$ cat src/rtl/core/wsic_pkg.sv
// shared types, widths and register map of the wheel speed compensator
package wsic_pkg;

    // field widths fixed by the register map and result format
    localparam int SPEED_WIDTH_DEF = 16;
    localparam int ENABLE_W        = 1;
    localparam int PERIOD_W        = 16;
    localparam int SCALE_W         = 11;
    localparam int GAIN_W          = 16;
    localparam int LIMIT_W         = 31;
    localparam int DRIVE_W         = 31;
    localparam int INTEG_W         = 32;
    localparam int DATA_W          = 32;
    localparam int ADDR_W          = 5;
    localparam int REG_IDX_W       = 3;

    // register indexes
    localparam logic [REG_IDX_W-1:0] REG_ENABLE    = 3'd0;
    localparam logic [REG_IDX_W-1:0] REG_PERIOD    = 3'd1;
    localparam logic [REG_IDX_W-1:0] REG_SCALE     = 3'd2;
    localparam logic [REG_IDX_W-1:0] REG_GAIN      = 3'd3;
    localparam logic [REG_IDX_W-1:0] REG_LIMIT     = 3'd4;

    // register values after reset
    localparam logic [ENABLE_W-1:0] RST_ENABLE = 1'b0;
    localparam logic [PERIOD_W-1:0] RST_PERIOD = 16'd10;
    localparam logic [SCALE_W-1:0]  RST_SCALE  = 11'd100;
    localparam logic [GAIN_W-1:0]   RST_GAIN   = 16'd10;
    localparam logic [LIMIT_W-1:0]  RST_LIMIT  = 31'd10000000;

    // configuration seen by the datapath
    typedef struct packed {
        logic [ENABLE_W-1:0] enable;
        logic [PERIOD_W-1:0] sample_period;
        logic [SCALE_W-1:0]  error_scale;
        logic [GAIN_W-1:0]   gain_divisor;
        logic [LIMIT_W-1:0]  overshoot_limit;
    } t_cfg;

    // controller to datapath commands
    typedef struct packed {
        logic accept;
        logic mul;
        logic div_step;
        logic sum;
        logic check;
        logic out_load;
    } t_cmd;

    // datapath to controller status
    typedef struct packed {
        logic need_div;
        logic out_free;
    } t_stat;

endpackage

$ cat src/rtl/core/wsic_regs.sv
// configuration register file behind the APB-style port
module wsic_regs (
    input  logic                         i_clk,
    input  logic                         i_rst_n,
    input  logic                         psel,
    input  logic                         penable,
    input  logic                         pwrite,
    input  logic [wsic_pkg::ADDR_W-1:0]  paddr,
    input  logic [wsic_pkg::DATA_W-1:0]  pwdata,
    output logic [wsic_pkg::DATA_W-1:0]  prdata,
    output logic                         pready,
    output wsic_pkg::t_cfg               o_cfg
);

    wsic_pkg::t_cfg r_cfg;
    logic [wsic_pkg::REG_IDX_W-1:0] idx;
    logic wr_en;

    assign idx    = paddr[wsic_pkg::ADDR_W-1:2];
    assign wr_en  = psel & penable & pwrite;
    assign pready = 1'b1;
    assign o_cfg  = r_cfg;

    // register writes
    always_ff @(posedge i_clk) begin
        if (!i_rst_n) begin
            r_cfg.enable          <= wsic_pkg::RST_ENABLE;
            r_cfg.sample_period   <= wsic_pkg::RST_PERIOD;
            r_cfg.error_scale     <= wsic_pkg::RST_SCALE;
            r_cfg.gain_divisor    <= wsic_pkg::RST_GAIN;
            r_cfg.overshoot_limit <= wsic_pkg::RST_LIMIT;
        end else if (wr_en) begin
            case (idx)
                wsic_pkg::REG_ENABLE: r_cfg.enable <= pwdata[wsic_pkg::ENABLE_W-1:0];
                wsic_pkg::REG_PERIOD: r_cfg.sample_period <= pwdata[wsic_pkg::PERIOD_W-1:0];
                wsic_pkg::REG_SCALE:  r_cfg.error_scale <= pwdata[wsic_pkg::SCALE_W-1:0];
                wsic_pkg::REG_GAIN:   r_cfg.gain_divisor <= pwdata[wsic_pkg::GAIN_W-1:0];
                wsic_pkg::REG_LIMIT:  r_cfg.overshoot_limit <= pwdata[wsic_pkg::LIMIT_W-1:0];
                default: ;
            endcase
        end
    end

    // read mux
    always_comb begin
        case (idx)
            wsic_pkg::REG_ENABLE: prdata = wsic_pkg::DATA_W'(r_cfg.enable);
            wsic_pkg::REG_PERIOD: prdata = wsic_pkg::DATA_W'(r_cfg.sample_period);
            wsic_pkg::REG_SCALE:  prdata = wsic_pkg::DATA_W'(r_cfg.error_scale);
            wsic_pkg::REG_GAIN:   prdata = wsic_pkg::DATA_W'(r_cfg.gain_divisor);
            wsic_pkg::REG_LIMIT:  prdata = wsic_pkg::DATA_W'(r_cfg.overshoot_limit);
            default:              prdata = '0;
        endcase
    end

endmodule

$ cat src/rtl/core/wsic_ctrl.sv
// sequencing state machine of the compensator
module wsic_ctrl #(
    parameter int MAG_W = wsic_pkg::SPEED_WIDTH_DEF + wsic_pkg::SCALE_W
) (
    input  logic            i_clk,
    input  logic            i_rst_n,
    input  logic            i_in_valid,
    output logic            o_in_ready,
    input  wsic_pkg::t_stat i_stat,
    output wsic_pkg::t_cmd  o_cmd
);

    localparam int CNT_W = (MAG_W > 1) ? $clog2(MAG_W) : 1;

    typedef enum logic [2:0] {
        S_IDLE,
        S_MUL,
        S_DIV,
        S_SUM,
        S_CHECK,
        S_OUT
    } t_state;

    t_state r_state;
    t_state n_state;
    logic [CNT_W-1:0] r_cnt;
    logic [CNT_W-1:0] n_cnt;
    logic r_in_ready;
    logic n_in_ready;
    logic accept;

    assign accept     = i_in_valid & r_in_ready;
    assign o_in_ready = r_in_ready;

    // command decode
    always_comb begin
        o_cmd          = '0;
        o_cmd.accept   = accept;
        o_cmd.mul      = (r_state == S_MUL);
        o_cmd.div_step = (r_state == S_DIV);
        o_cmd.sum      = (r_state == S_SUM);
        o_cmd.check    = (r_state == S_CHECK);
        o_cmd.out_load = (r_state == S_OUT) & i_stat.out_free;
    end

    // next state
    always_comb begin
        n_state    = r_state;
        n_cnt      = r_cnt;
        n_in_ready = 1'b0;
        case (r_state)
            S_IDLE: begin
                n_in_ready = 1'b1;
                if (accept) begin
                    n_in_ready = 1'b0;
                    n_state    = i_stat.need_div ? S_MUL : S_OUT;
                end
            end
            S_MUL: begin
                n_state = S_DIV;
                n_cnt   = CNT_W'(MAG_W - 1);
            end
            S_DIV: begin
                if (r_cnt == '0) begin
                    n_state = S_SUM;
                end else begin
                    n_cnt = r_cnt - 1'b1;
                end
            end
            S_SUM:   n_state = S_CHECK;
            S_CHECK: n_state = S_OUT;
            S_OUT: begin
                if (i_stat.out_free) begin
                    n_state    = S_IDLE;
                    n_in_ready = 1'b1;
                end
            end
            default: n_state = S_IDLE;
        endcase
    end

    // state and registered ready
    always_ff @(posedge i_clk) begin
        if (!i_rst_n) begin
            r_state    <= S_IDLE;
            r_cnt      <= '0;
            r_in_ready <= 1'b0;
        end else begin
            r_state    <= n_state;
            r_cnt      <= n_cnt;
            r_in_ready <= n_in_ready;
        end
    end

endmodule

$ cat src/rtl/core/wsic_dp.sv
// compensator state, serial divider and result register
module wsic_dp #(
    parameter int SPEED_WIDTH = wsic_pkg::SPEED_WIDTH_DEF
) (
    input  logic                          i_clk,
    input  logic                          i_rst_n,
    input  wsic_pkg::t_cfg                i_cfg,
    input  wsic_pkg::t_cmd                i_cmd,
    output wsic_pkg::t_stat               o_stat,
    input  logic                          i_command,
    input  logic [SPEED_WIDTH-1:0]        i_target_speed,
    input  logic [SPEED_WIDTH-1:0]        i_measured_speed,
    output logic                          o_out_valid,
    input  logic                          i_out_ready,
    output logic [wsic_pkg::DRIVE_W-1:0]  o_drive_level,
    output logic                          o_drive_written,
    output logic                          o_abnormal_latched,
    output logic                          o_stop_now
);

    localparam int MAG_W = SPEED_WIDTH + wsic_pkg::SCALE_W;
    localparam int SUM_W = ((MAG_W > wsic_pkg::INTEG_W) ? MAG_W : wsic_pkg::INTEG_W) + 2;
    localparam int IW    = wsic_pkg::INTEG_W;
    localparam int GW    = wsic_pkg::GAIN_W;

    // controller state
    logic [wsic_pkg::PERIOD_W-1:0] r_sample_cnt;
    logic signed [IW-1:0]          r_integ_now;
    logic signed [IW-1:0]          r_integ_prev;
    logic                          r_flag;
    logic [SPEED_WIDTH-1:0]        r_target;
    logic [wsic_pkg::DRIVE_W-1:0]  r_drive;
    logic                          r_written;
    logic                          r_stop;

    // work registers of one update
    logic [SPEED_WIDTH-1:0] r_diff;
    logic                   r_neg;
    logic                   r_err_zero;
    logic [MAG_W-1:0]       r_num;
    logic [GW-1:0]          r_rem;

    // tick bookkeeping
    logic [wsic_pkg::PERIOD_W-1:0] cnt_inc;
    logic                          upd;
    logic [GW-1:0]                 den;
    logic [GW:0]                   rem_sh;
    logic                          q_bit;
    logic [MAG_W-1:0]              product;
    logic signed [SUM_W-1:0]       q_signed;
    logic signed [SUM_W-1:0]       sum;
    logic signed [IW-1:0]          sat;
    logic                          over;

    assign cnt_inc = (r_sample_cnt == '1) ? r_sample_cnt : r_sample_cnt + 1'b1;
    assign upd     = (cnt_inc >= i_cfg.sample_period);
    assign den     = (i_cfg.gain_divisor == '0) ? GW'(1) : i_cfg.gain_divisor;

    assign o_stat.need_div = ~i_command & i_cfg.enable[0] & upd & ~r_flag;
    assign o_stat.out_free = ~o_out_valid | i_out_ready;

    // restoring divider step
    assign rem_sh = {r_rem, r_num[MAG_W-1]};
    assign q_bit  = (rem_sh >= {1'b0, den});

    assign product = MAG_W'(r_diff) * MAG_W'(i_cfg.error_scale);

    // signed quotient plus previous integral, saturated to 32 bits
    assign q_signed = r_neg ? -SUM_W'($signed({1'b0, r_num})) : SUM_W'($signed({1'b0, r_num}));
    assign sum      = q_signed + SUM_W'(r_integ_prev);
    always_comb begin
        if (sum > SUM_W'(signed'({1'b0, {(IW-1){1'b1}}}))) begin
            sat = {1'b0, {(IW-1){1'b1}}};
        end else if (sum < -SUM_W'(signed'({1'b0, 1'b1, {(IW-1){1'b0}}}))) begin
            sat = {1'b1, {(IW-1){1'b0}}};
        end else begin
            sat = sum[IW-1:0];
        end
    end

    // overshoot compare against the unsigned limit
    assign over = ~r_integ_now[IW-1] & (r_integ_now[IW-2:0] > i_cfg.overshoot_limit);

    // compensator state
    always_ff @(posedge i_clk) begin
        if (!i_rst_n) begin
            r_sample_cnt <= '0;
            r_integ_now  <= '0;
            r_integ_prev <= '0;
            r_flag       <= 1'b0;
            r_target     <= '0;
            r_drive      <= '0;
            r_written    <= 1'b0;
            r_stop       <= 1'b0;
        end else begin
            if (i_cmd.accept) begin
                r_written <= 1'b0;
                r_stop    <= 1'b0;
                if (i_command) begin
                    r_target <= i_target_speed;
                end else if (i_cfg.enable[0]) begin
                    r_sample_cnt <= upd ? '0 : cnt_inc;
                    if (upd && r_flag && (r_target != '0)) begin
                        r_flag <= 1'b0;
                    end
                end
            end
            if (i_cmd.sum) begin
                r_integ_now <= sat;
                r_written   <= 1'b1;
                if (sat < 0) begin
                    r_drive      <= '0;
                    r_integ_prev <= '0;
                end else begin
                    r_drive <= sat[wsic_pkg::DRIVE_W-1:0];
                    if ((r_target == '0) && r_err_zero) begin
                        r_integ_prev <= '0;
                    end else begin
                        r_integ_prev <= sat;
                    end
                end
            end
            if (i_cmd.check && over) begin
                r_drive      <= '0;
                r_target     <= '0;
                r_integ_now  <= '0;
                r_integ_prev <= '0;
                r_flag       <= 1'b1;
                r_stop       <= 1'b1;
            end
        end
    end

    // speed error, scaling and division
    always_ff @(posedge i_clk) begin
        if (i_cmd.accept) begin
            r_neg  <= (r_target < i_measured_speed);
            r_diff <= (r_target < i_measured_speed) ? i_measured_speed - r_target
                                                    : r_target - i_measured_speed;
        end
        if (i_cmd.mul) begin
            r_num      <= product;
            r_err_zero <= (product == '0);
            r_rem      <= '0;
        end
        if (i_cmd.div_step) begin
            r_rem <= q_bit ? GW'(rem_sh - {1'b0, den}) : rem_sh[GW-1:0];
            r_num <= {r_num[MAG_W-2:0], q_bit};
        end
    end

    // result register
    always_ff @(posedge i_clk) begin
        if (!i_rst_n) begin
            o_out_valid <= 1'b0;
        end else if (i_cmd.out_load) begin
            o_out_valid <= 1'b1;
        end else if (i_out_ready) begin
            o_out_valid <= 1'b0;
        end
    end

    always_ff @(posedge i_clk) begin
        if (i_cmd.out_load) begin
            o_drive_level      <= r_drive;
            o_drive_written    <= r_written;
            o_abnormal_latched <= r_flag;
            o_stop_now         <= r_stop;
        end
    end

endmodule

$ cat src/rtl/core/wheel_speed_integral_compensator_unit.sv
// wheel speed integral compensator: top level with registers, controller and datapath
// flow: a target item or a tick without an update goes from acceptance to the output
// state; a tick that updates the integral passes the multiply, divide, sum, check and
// output states, the divider giving one quotient bit per cycle over the scaled error.
// a new item is taken only when idle, so output stalls hold back the next item.
// reset: synchronous active low; control state clears, registers take their defaults.
module wheel_speed_integral_compensator_unit #(
    parameter int SPEED_WIDTH = wsic_pkg::SPEED_WIDTH_DEF
) (
    input  logic                         i_clk,
    input  logic                         i_rst_n,
    input  logic                         psel,
    input  logic                         penable,
    input  logic                         pwrite,
    input  logic [wsic_pkg::ADDR_W-1:0]  paddr,
    input  logic [wsic_pkg::DATA_W-1:0]  pwdata,
    output logic [wsic_pkg::DATA_W-1:0]  prdata,
    output logic                         pready,
    input  logic                         i_in_valid,
    output logic                         o_in_ready,
    input  logic                         i_command,
    input  logic [SPEED_WIDTH-1:0]       i_target_speed,
    input  logic [SPEED_WIDTH-1:0]       i_measured_speed,
    output logic                         o_out_valid,
    input  logic                         i_out_ready,
    output logic [wsic_pkg::DRIVE_W-1:0] o_drive_level,
    output logic                         o_drive_written,
    output logic                         o_abnormal_latched,
    output logic                         o_stop_now
);

    localparam int MAG_W = SPEED_WIDTH + wsic_pkg::SCALE_W;

    wsic_pkg::t_cfg  cfg;
    wsic_pkg::t_cmd  cmd;
    wsic_pkg::t_stat stat;

    // configuration registers
    wsic_regs u_regs (
        .i_clk   (i_clk),
        .i_rst_n (i_rst_n),
        .psel    (psel),
        .penable (penable),
        .pwrite  (pwrite),
        .paddr   (paddr),
        .pwdata  (pwdata),
        .prdata  (prdata),
        .pready  (pready),
        .o_cfg   (cfg)
    );

    // sequencer
    wsic_ctrl #(
        .MAG_W (MAG_W)
    ) u_ctrl (
        .i_clk      (i_clk),
        .i_rst_n    (i_rst_n),
        .i_in_valid (i_in_valid),
        .o_in_ready (o_in_ready),
        .i_stat     (stat),
        .o_cmd      (cmd)
    );

    // datapath
    wsic_dp #(
        .SPEED_WIDTH (SPEED_WIDTH)
    ) u_dp (
        .i_clk              (i_clk),
        .i_rst_n            (i_rst_n),
        .i_cfg              (cfg),
        .i_cmd              (cmd),
        .o_stat             (stat),
        .i_command          (i_command),
        .i_target_speed     (i_target_speed),
        .i_measured_speed   (i_measured_speed),
        .o_out_valid        (o_out_valid),
        .i_out_ready        (i_out_ready),
        .o_drive_level      (o_drive_level),
        .o_drive_written    (o_drive_written),
        .o_abnormal_latched (o_abnormal_latched),
        .o_stop_now         (o_stop_now)
    );

endmodule
$ cat config.mk
export PLATFORM = sky130hd
export DESIGN_NAME = wheel_speed_integral_compensator_unit
export DESIGN_NICKNAME = d
export VERILOG_FILES = /design/src/rtl/core/wsic_pkg.sv /design/src/rtl/core/wsic_regs.sv /design/src/rtl/core/wsic_ctrl.sv /design/src/rtl/core/wsic_dp.sv /design/src/rtl/core/wheel_speed_integral_compensator_unit.sv
export SDC_FILE = /design/constraint.sdc
export NUM_CORES = 1
export LEC_CHECK = 0
export BUFFER_PORTS_ARGS = -buffer_cell sky130_fd_sc_hd__buf_2
export CAP_MARGIN = 20
export CORE_ASPECT_RATIO = 0.5
export CORE_MARGIN = 3
export CORE_UTILIZATION = 63
export CTS_CLUSTER_DIAMETER = 120
export CTS_CLUSTER_SIZE = 8
export DETAILED_ROUTE_END_ITERATION = 12
export GPL_ROUTABILITY_DRIVEN = 0
export PLACE_DENSITY = 0.82
export SKIP_CTS_REPAIR_TIMING = 1
export SLEW_MARGIN = 20
export SYNTH_ARGS = -nofsm -noshare
export SYNTH_HDL_FRONTEND = slang
export SYNTH_SLANG_ARGS = --single-unit
$ cat constraint.sdc
create_clock -name i_clk -period 6.9 [get_ports i_clk]
set_input_delay 1.38 -clock i_clk [delete_from_list [all_inputs] [get_ports i_clk]]
set_output_delay 1.38 -clock i_clk [all_outputs]
set_load 0.05 [all_outputs]
==> metrics.txt <==
most frequent cells in the layout=414 x nand2_1, 284 x inv_1, 214 x dfxtp_1; largest family of logic cells by synthesized area=adder cells; Die X=279.8 µm; vias in the first global route=approximately 19000; hpwl dp=about 46000 µm; clock tree sinks=309; post-synthesis cell count=2703; element type at the critical path end=flop; worst path bufs/invs=5; fin util=0.7097; Hold Path Depth=0; Skew-Pair Late Insertion Delay=0.57 ns; Startpoint Class=flop; Final Instance Count excl. Fillers=3281; CTS clk-pin slew, worst paths=~0.06 ns; Root Buffer=clkbuf_16; period utilization=0.9468; Yosys cell types=76; fin crit period=about 6.5 ns; Yosys Warn Count=0; status=finished clean; most common cell after layout, fill and taps aside=nand2_1; hold path endpoint=u_dp.o_stop_now; Max Cap Viol=0; Slew Limit Headroom=0.2798; Worst EP required=7.33 ns; routed vias=between 20000 and 25000; Reg-to-Reg End=u_dp.r_err_zero; Rows=about 50; Worst Tran Pin Value=1.078 ns; Tightest Hold Check Type=flop to flop; final instance area=25850 µm²; placeable core region=36420 µm²; Cell Area, Synth=23620 µm²; initial core utilization=0.6486; initial antenna violation count=1; crit-path max cell delay=roughly 0.80 ns; WP data arrival=6.96 ns; final net count=3170; Tot Pwr=8.423 mW; H-tree lvl count=2; crit-path max FO=18; Simple-Gate Fraction of Synth Area=0.1782; first-pass GRT wire length=99150 µm; Die Span Y=142.9 µm; final setup TNS=0 ns; Most common cell on crit path=fa_1; Syn Area/Cell=8.738 µm²; Compound-Gate Fraction of Synth Area=0.1756; hold path startpoint=u_dp.r_stop; crit-path leading delay family=adder cells; Crit Path Category=flop to flop; synthesized-area fraction occupied by adder cells=0.2121; largest net degree at the start of global routing=107; IO Pins=146; f_max=0.1531 GHz; placed cells=3207; Tot GR Track Use=0.3058; Layout area overhead=9.429%; Synth Register Bits=309; Post-Synth XOR/XNOR Area=0.04116; CTS tree=yes; worst path cell trace=and2_1 -> fa_1 -> inv_1 -> fa_1 -> fa_1 -> inv_1 -> fa_1 -> inv_1 -> fa_1 -> inv_1 -> ha_1 -> nand3_1 -> or4_1 -> o21ba_2 -> o31ai_1 -> a21oi_1 -> xnor2_1 -> or3_1 -> nor4_1 -> buf_4; R2R setup slack=~0.37 ns; I/O Buffers=140; CP max-delay cell=dfxtp_1; total grt overflow=0; Via-to-Cell Ratio=6.159; drt drc=0; EDFF count, synth=95; full die area=39990 µm²; Antenna Nets Post-Route=0; share of layout cells above drive strength 1=0.08870; ys flop type=dfxtp_1; syn_nets=a little over 3000; cts bufs inserted=between 40 and 50; Power Dens Cells=roughly 330 nW/µm²; final hold viol count=0; WL/cell=roughly 19 µm; Clock Skew=0.02662 ns; Slew Limit Fails=0; register area share after synthesis=0.3022; FF-to-FF Start=u_regs.o_cfg[54]; endpoints failing setup=0; VDD IR max=271.4 µV; multiplexer share of the synthesized area=0.02050; RSZ-0062 raised after global routing=false; Post-synth ARST share=0; DP Area=24560 µm²; DR iter-0 viols=about 1800; Total Routed Length=approximately 62000 µm; Pre-antenna DRT Iters=5; worst reg2reg path depth=20; P_leak=11.26 nW; Max clock buf depth=3
-- cell usage after synthesis, types with 49 or more instances --
cell | number | area [µm²]
edfxtp_1 | 95 | 2853
nand2_1 | 414 | 1554
o21ai_0 | 100 | 500.5
a221o_1 | 70 | 700.7
and2_1 | 90 | 563.0
nor2_1 | 117 | 439.2
ha_1 | 194 | 2427
clkbuf_1 | 125 | 469.2
nand3_1 | 49 | 245.2
fa_1 | 129 | 2582
dfxtp_1 | 214 | 4284
xnor2_1 | 83 | 727.0
a21oi_1 | 133 | 665.6
inv_1 | 284 | 1066
a21boi_0 | 72 | 540.5
-- worst max-delay path by stage --
| stage | startpoint | endpoint | slack, ns | depth (start not counted) |
|---|---|---|---|---|
| after floorplan | u_regs.o_cfg[51] | u_dp.r_err_zero | 0.92 | 22 |
| after global placement | u_regs.o_cfg[57] | u_dp.r_err_zero | 0.47 | 19 |
| after detailed placement | u_regs.o_cfg[56] | u_dp.r_err_zero | 0.43 | 20 |
| after CTS | u_regs.o_cfg[54] | u_dp.r_err_zero | 0.41 | 20 |
| after global routing | u_regs.o_cfg[54] | u_dp.r_err_zero | 0.09 | 20 |
| final | u_regs.o_cfg[54] | u_dp.r_err_zero | 0.37 | 20 |
-- metrics by stage --
stage	hold WS [ns]	setup slack [ns]
global route	0.4463	0.09303
finish	0.4254	0.3670
CTS	0.4268	0.4110
floorplan	0.4081	0.9197
global placement	0.4135	0.4718
detailed placement	0.4240	0.4317
-- state kept, by name, indices dropped and copies added (netlist names) --
register and flops:
u_ctrl.r_cnt 5, u_dp.o_drive_written 1, u_dp.r_integ_now 32, u_dp.r_integ_prev 31
u_dp.r_err_zero 1, u_dp.r_written 1, u_dp.r_flag 1, u_dp.o_abnormal_latched 1
u_regs.o_cfg 75, u_dp.r_neg 1, u_ctrl.o_in_ready 1, u_dp.r_diff 16
u_ctrl.r_state 3, u_dp.r_drive 31, u_dp.r_sample_cnt 16, u_dp.r_rem 16
u_dp.o_out_valid 1, u_dp.r_num 27, u_dp.o_drive_level 31, u_dp.r_stop 1
u_dp.r_target 16, u_dp.o_stop_now 1
-- cell families after synthesis --
logic type | count (synthesis)
compound gates | 599
xor+xnor | 111
fa+ha+maj | 323
buf+inv | 428
flops | 309
mux | 48
other cells | 2
simple gates | 883
-- worst register-to-register path, cell delays in order, from the launching register on --
cell and delay (ns):
dfxtp_1 0.80, and2_1 0.27, fa_1 0.39, inv_1 0.09, fa_1 0.44, fa_1 0.56
inv_1 0.06, fa_1 0.53, inv_1 0.05, fa_1 0.54, inv_1 0.04, ha_1 0.40
nand3_1 0.15, or4_1 0.52, o21ba_2 0.24, o31ai_1 0.20, a21oi_1 0.11, xnor2_1 0.18
or3_1 0.39, nor4_1 0.23, buf_4 0.19
-- metal layers --
| layer | part of all wire | track usage | routed length, µm |
|---|---|---|---|
| met3 | 0.083 | 0.05195 | 5160 |
| met4 | 0.032 | 0.1035 | 1957 |
| met2 | 0.46 | 0.4965 | 28530 |
| met5 | 0 | 0 | 0 |
| met1 | 0.43 | 0.4197 | 26360 |
-- area by class of cell --
| cell class | instances | area (µm²) |
|---|---|---|
| clock buffers | 68 | 1191 |
| repair buffers | 164 | 884.6 |
| clock inverters | 4 | 71.32 |
| multi-input cells | 1966 | 14880 |
| fillers | 2788 | 10570 |
| flip-flops and latches | 309 | 7137 |
| diodes | 1 | 2.502 |
| inverters | 285 | 1070 |
| well taps | 484 | 605.6 |
-- where the power goes --
group	internal, mW	switching [mW]
clock	1.19	0.840
sequential	2.23	0.272
combinational	1.42	2.48
Note: power is estimated with default switching activity, not from simulation.
